## src/rtl/triangle_barycentric_test_top_macros.svh

```systemverilog
// Assertion macros for the barycentric triangle test block.
`ifndef TRIANGLE_BARYCENTRIC_TEST_TOP_MACROS_SVH
`define TRIANGLE_BARYCENTRIC_TEST_TOP_MACROS_SVH
`ifndef NO_ASSERTIONS
`define TBT_ASSERT_IMP(label, clk, rst_n, ante, cons, msg) \
  label: assert property (@(posedge clk) disable iff (!rst_n) (ante) |-> (cons)) \
    else $error(msg);
`define TBT_ASSERT_NXT(label, clk, rst_n, ante, cons, msg) \
  label: assert property (@(posedge clk) disable iff (!rst_n) (ante) |=> (cons)) \
    else $error(msg);
`else
`define TBT_ASSERT_IMP(label, clk, rst_n, ante, cons, msg)
`define TBT_ASSERT_NXT(label, clk, rst_n, ante, cons, msg)
`endif
`endif

```

## src/rtl/tbt_div.sv

```systemverilog
// Pipelined restoring divider: one quotient bit per stage, then rounding and saturation.
module tbt_div #(
  parameter int NW = 36,
  parameter int FB = 16
) (
  input  logic                clk,
  input  logic                en,
  input  logic signed [NW-1:0] num,
  input  logic signed [NW-1:0] den,
  output logic signed [FB+1:0] wgt
);
  localparam int QB = FB + 2;
  localparam int ST = QB + 1;
  localparam int RW = NW + 1;
  logic [NW-1:0] n_mag, d_mag;
  logic          neg;
  logic [NW-1:0] dd_r  [ST+1];
  logic [RW-1:0] rem_r [ST+1];
  logic [NW-1:0] nn_r  [ST+1];
  logic [ST-1:0] q_r   [ST+1];
  logic          neg_r [ST+1];
  logic          ovf_r [ST+1];
  logic [ST:0]   mag;
  logic signed [FB+1:0] res;
  localparam logic [ST:0] MAXV = (ST+1)'((1 << (FB + 1)) - 1);

  always_comb begin
    neg   = num[NW-1] ^ den[NW-1];
    n_mag = num[NW-1] ? NW'(-num) : NW'(num);
    d_mag = den[NW-1] ? NW'(-den) : NW'(den);
  end

  // The upper dividend bits preload the remainder; only the low ST quotient bits are formed.
  always_ff @(posedge clk) begin
    if (en) begin
      dd_r[0]  <= d_mag;
      nn_r[0]  <= n_mag << (NW - ST);
      rem_r[0] <= RW'(n_mag >> ST);
      q_r[0]   <= '0;
      neg_r[0] <= neg;
      ovf_r[0] <= 1'b0;
    end
  end

  for (genvar g = 0; g < ST; g++) begin : g_st
    logic [RW-1:0] tr;
    logic [RW:0]   df;
    logic [NW-1:0] nsh;
    logic          ovf;
    always_comb begin
      tr  = {rem_r[g][RW-2:0], nn_r[g][NW-1]};
      nsh = {nn_r[g][NW-2:0], 1'b0};
      df  = {1'b0, tr} - {2'b0, dd_r[g]};
      if (g == 0)
        ovf = rem_r[g] >= {1'b0, dd_r[g]};
      else
        ovf = ovf_r[g];
    end
    always_ff @(posedge clk) begin
      if (en) begin
        dd_r[g+1]  <= dd_r[g];
        neg_r[g+1] <= neg_r[g];
        ovf_r[g+1] <= ovf;
        nn_r[g+1]  <= nsh;
        rem_r[g+1] <= df[RW] ? tr : df[RW-1:0];
        q_r[g+1]   <= {q_r[g][ST-2:0], ~df[RW]};
      end
    end
  end

  // The divider works on num*2^(FB+1) so the last quotient bit is the round bit.
  always_comb begin
    mag = ({1'b0, q_r[ST]} + (ST+1)'(1)) >> 1;
    if (ovf_r[ST])
      res = neg_r[ST] ? (FB+2)'(-(1 << (FB + 1))) : (FB+2)'(MAXV);
    else if (neg_r[ST])
      res = (mag > MAXV + 1) ? (FB+2)'(-(1 << (FB + 1))) : (FB+2)'(-mag);
    else
      res = (mag > MAXV) ? (FB+2)'(MAXV) : (FB+2)'(mag);
  end

  always_ff @(posedge clk) begin
    if (en) wgt <= res;
  end
endmodule

```

## config.mk

```make
export PLATFORM = sky130hd
export DESIGN_NAME = tbt_div
export DESIGN_NICKNAME = d
export VERILOG_FILES = /design/src/rtl/triangle_barycentric_test_top_macros.svh /design/src/rtl/tbt_div.sv
export SDC_FILE = /design/constraint.sdc
export NUM_CORES = 2
export LEC_CHECK = 0
export ABC_AREA = 1
export BUFFER_PORTS_ARGS = -buffer_cell sky130_fd_sc_hd__buf_2
export CAP_MARGIN = 20
export CORE_MARGIN = 2
export CORE_UTILIZATION = 40
export DETAILED_ROUTE_END_ITERATION = 12
export HOLD_SLACK_MARGIN = 0.08
export SKIP_CTS_REPAIR_TIMING = 1
export SLEW_MARGIN = 15
export SYNTH_ARGS = -nofsm -noshare
export SYNTH_HDL_FRONTEND = slang
export SYNTH_SLANG_ARGS = --single-unit
```

## constraint.sdc

```tcl
create_clock -name clk -period 3.1 [get_ports clk]
set_input_delay 0 -clock clk [delete_from_list [all_inputs] [get_ports clk]]
set_output_delay 0 -clock clk [all_outputs]
set_load 0.01 [all_outputs]
```

======== Word level (Yosys, flattened, before mapping) ========
Memories as Yosys holds them, arrays and structs flattened.
Cells that the tools add are included.
cells by class
  add/sub/neg operators ................... 23
  magnitude comparators ................... 3
  mux-type cells .......................... 28
  bitwise logic cells ..................... 20
operators with widths
  kind                     number
  $sub A37 B36 Y38         19
  $mux W37                 19
  $mux W18                 5
  $mux W36                 2
  $neg A36 Y36             2
  $ge A37 B36 Y1           1
  $add A19 B1 Y20 const B  1
  $gt A19 B17 Y1 const B   1
  $gt A19 B18 Y1 const B   1
  $not A1 Y1               19
  $neg A18 Y18             1
  $mux W1                  2
  $xor A1 B1 Y1            1
storage, ports and cells
  word-level logic and storage cells ...... 81
  RAM bits ................................ 2580
  flip-flop bits (word level) ............. 18
  input port bits ......................... 74
  memories kept ........................... 6
memories
  name   depth  width  rd ports  clocked after memory_dff  wr ports  RTL line       RTL
  rem_r  20     37     19        0                         20        tbt_div.sv:18  logic [RW-1:0] rem_r [ST+1];
  dd_r   20     36     19        0                         20        tbt_div.sv:17  logic [NW-1:0] dd_r [ST+1];
  nn_r   20     35     19        0                         20        tbt_div.sv:19  logic [NW-1:0] nn_r [ST+1];
  q_r    20     19     20        0                         20        tbt_div.sv:20  logic [ST-1:0] q_r [ST+1];
  neg_r  20     1      20        0                         20        tbt_div.sv:21  logic neg_r [ST+1];
  ovf_r  20     1      19        0                         20        tbt_div.sv:22  logic ovf_r [ST+1];

======== Logic depth before layout (Yosys ltp) ========
An unclocked memory read counts as a cell.
  word-level depth ........................ 6
  depth in mapped cells ................... 18

======== Least setup slack after synthesis ========
Ideal clock, no wire load.
  path type ............................... reg2reg
  from .................................... memory dd_r[2][0]
  to ...................................... memory rem_r[3][30] (netlist name), data pin
  stages on the path, launching flop included .. 11
  buffers on the path ..................... 0
  period minus slack after synthesis ...... 2.430 ns
  arrival ................................. 2.177 ns
  required time ........................... 2.847 ns
  setup slack ............................. 0.670 ns
  library setup time ...................... 0.253 ns
  cell sequence ........................... edfxtp_1 ha_1 fa_1 o21ai_0 a21oi_1 o21ai_0 nand3_1 nand2_1 nand2_1 nand3_1 nand2_1
RTL lines
  what                RTL line
  start: declaration  tbt_div.sv:17
  end: declaration    tbt_div.sv:18

==> out/qor.yml <==
gp_congestion: 0.949
synth-main-ff-cell: "edfxtp_1"
power_frac_seq: 0.333
tightestPinTransition_ns: 0.849
drt_pass1_iterations: 6
antenna_found_initial: 11
ys_seq_elements: 1786
cp.required_ns: 3.73
final_cell_mix: "2,580 x nand2_1, 1,786 x edfxtp_1, 1,591 x inv_1"
slew_viol_final: 0
power_frac_comb: 0.458
synth_area_leaders: "edfxtp_1 51%, nand2_1 9.1%, ha_1 8.1%"
synth_area_leader_cell: "edfxtp_1"
critPathMaxFanout: 15
grt_pass1_vias: 79301
clkLatencyLatePin_ns: 0.89
start_util: 0.401
postPlaceCellArea_um2: 113000
yosysSeqAreaShare: 0.505
num-fill-cells: 25732
drv_cap: 0
pre_cts_slack_ns: 0.0843
synth_cell_types: 53
final_antenna_net_count: 0
cp_slowest_stage_delay_ns: 0.51
fin_nets: 13192
drive_gt1_frac: 0.0652
drt_wl_total_um: 324000
timing.fmax_mhz: 335
final_common_cell: "nand2_1"
syn_avg_cell_area_um2: 9.01
setup_violations: 0
vias_per_cell: 5.23
h-tree-depth: 4
max_slew_margin: 0.434
fin_ws_ns: 0.117
ioPinCount: 92
finalPower_mw: 116
irDropWorstVdd_v: 0.000514
yosysWarningCount: 0
clk_pin_slew_worst_paths_ns: 0.06
end_kind: "register"
p_int_mw: 67.5
track_usage: 0.233
grt_pass1_wl_um: 484000
final_core_util: 0.459
worstPathCellList: "ha_1 > nand2_1 > nor2_1 > inv_1 > nor2_2 > inv_1 > nor4_1 > nand3_1 > nand3_1 > inv_2 > o21ai_0"
wl_per_cell_um: 20.1
skew_ns: 0.0437
dp_hpwl_um: 259000
die_w_um: 519
syn_area_um2: 106000
cts_root_buf: "clkbuf_16"
slowest_stage: "edfxtp_1"
whs_ns: 0.114
worstSetupPathType: "reg2reg"
coreArea_um2: 264000
start_kind: "register"
power.density_nw_per_um2: 957
die_area_um2: 269000
area_growth_pct: 14.5
cp_top_family: "simple AND/OR/NAND/NOR gates"
switching_share: 0.419
synth_enable_flop_cells: 1786
cts_tree: "done"
hp-class: "in2reg"
die_h_um: 519
grt_max_degree: 149
port_buffers: 91
outcome: "complete, no violations"
finish.instance_area_um2: 121000
clockBufferDepth: 4
async_flop_share: 0
synth_top_area_frac: 0.505
period_share: 0.962
cellLeakagePower_nw: 50.4
hold_viol_final: 0
grt.overflow.total: 0
cp_num_buf_inv: 3
vias: 84358
syn_inst: 11781
pwr-share-clk: 0.209
route.detailed.drc: 0
placementRows: 189
min_period_ns: 2.98
first_iter_violations: 8104
numCtsBuffers: 206
cts.sinks: 1786
p_switching_mw: 48.7
cp_data_arrival_time_ns: 3.61
-- cells in the mapped netlist (18+ instances only) --
master and number:
a21oi_1 835, ha_1 687, fa_1 18, edfxtp_1 1786, xnor2_1 250, o21a_1 70
o21ai_1 94, o21ai_0 883, nor3_1 131, nand3_1 535, clkbuf_1 31, a21o_1 99
nand3b_1 103, nand2_1 2581, xor2_1 200, or2_2 35, a31oi_1 130, o21bai_1 62
inv_2 22, nor2_1 1108, buf_2 62, nor4_1 72, buf_4 23, inv_1 1594
a21boi_0 30, nand4_1 170, a211oi_1 25
-- cells by family after synthesis --
logic type / after synthesis / share of synthesized area
other: 1 / 0.0000353
AOI/OAI and AO/OA: 2268 / 0.116
buffers and inverters: 1754 / 0.0647
xor gates and xnor gates: 450 / 0.0371
adders and majority gates: 705 / 0.0844
DFF: 1786 / 0.505
and+or+nand+nor: 4817 / 0.192
-- per-layer routing --
| layer | up-vias | wire length, um | GRT usage |
|---|---|---|---|
| met3 | 487 | 20100 | 0.0320 |
| met5 | - | 0 | 0 |
| met4 | 0 | 9240 | 0.0631 |
| met2 | 2642 | 150000 | 0.379 |
| met1 | 39540 | 145000 | 0.326 |
| li1 | 41689 | - | - |
-- through the flow --
| step | cells | TNS, ns |
|---|---|---|
| after floorplan | 11789 | 0 |
| after global placement | 15551 | 0 |
| after detailed placement | 15551 | 0 |
| after CTS | 15935 | 0 |
| after global routing | 16127 | -0.136 |
| final | 16127 | 0 |
-- registers in the layout (all words and copies together) (netlist names) --
name	count
dd_r	684
rem_r	665
nn_r	190
q_r	190
neg_r	20
ovf_r	19
wgt	18
-- path summary, 6_finish.rpt --
path	startpoint	to	slack, ns	depth (start not counted)
setup / recovery	rem_r[1][15]	rem_r[2][15]	0.12	11
setup reg to reg	rem_r[1][15]	rem_r[2][15]	0.12	11
hold reg to reg	nn_r[6][25]	nn_r[7][26]	0.40	0
hold / removal	den[28]	dd_r[0][28]	0.11	5
-- worst register-to-register path, delay by kind of cell (launching register included) --
| family | cells | cell delay (ns) |
|---|---|---|
| buf+inv | 3 | 0.34 |
| simple gates | 6 | 1.04 |
| flops | 1 | 0.51 |
| fa+ha+maj | 1 | 0.44 |
| compound gates | 1 | 0.42 |
-- cell type report --
| type | count | area [um^2] | area share |
|---|---|---|---|
| multi-input combinational | 8249 | 45700 | 0.377 |
| timing repair buffer | 552 | 4890 | 0.0402 |
| clock buffer | 257 | 5410 | 0.0445 |
| clock inverter | 127 | 1280 | 0.0105 |
| tap | 3533 | 4420 | 0.0364 |
| sequential | 1786 | 53600 | 0.442 |
| antenna | 5 | 12.5 | 0.000103 |
| inverter | 1618 | 6080 | 0.0501 |
-- power by group through the flow --
stage	registers (mW)	clock network (mW)	logic, mW
6_report	38.7	24.3	53.2
3_3_place_gp	39.3	0	51.9
5_1_grt	39.1	25.9	59.5
3_5_place_dp	39.3	0	51.9
2_1_floorplan	36.6	0	36.1
4_1_cts	38.8	24.9	52.2
Note: power is estimated with default switching activity, not from simulation.
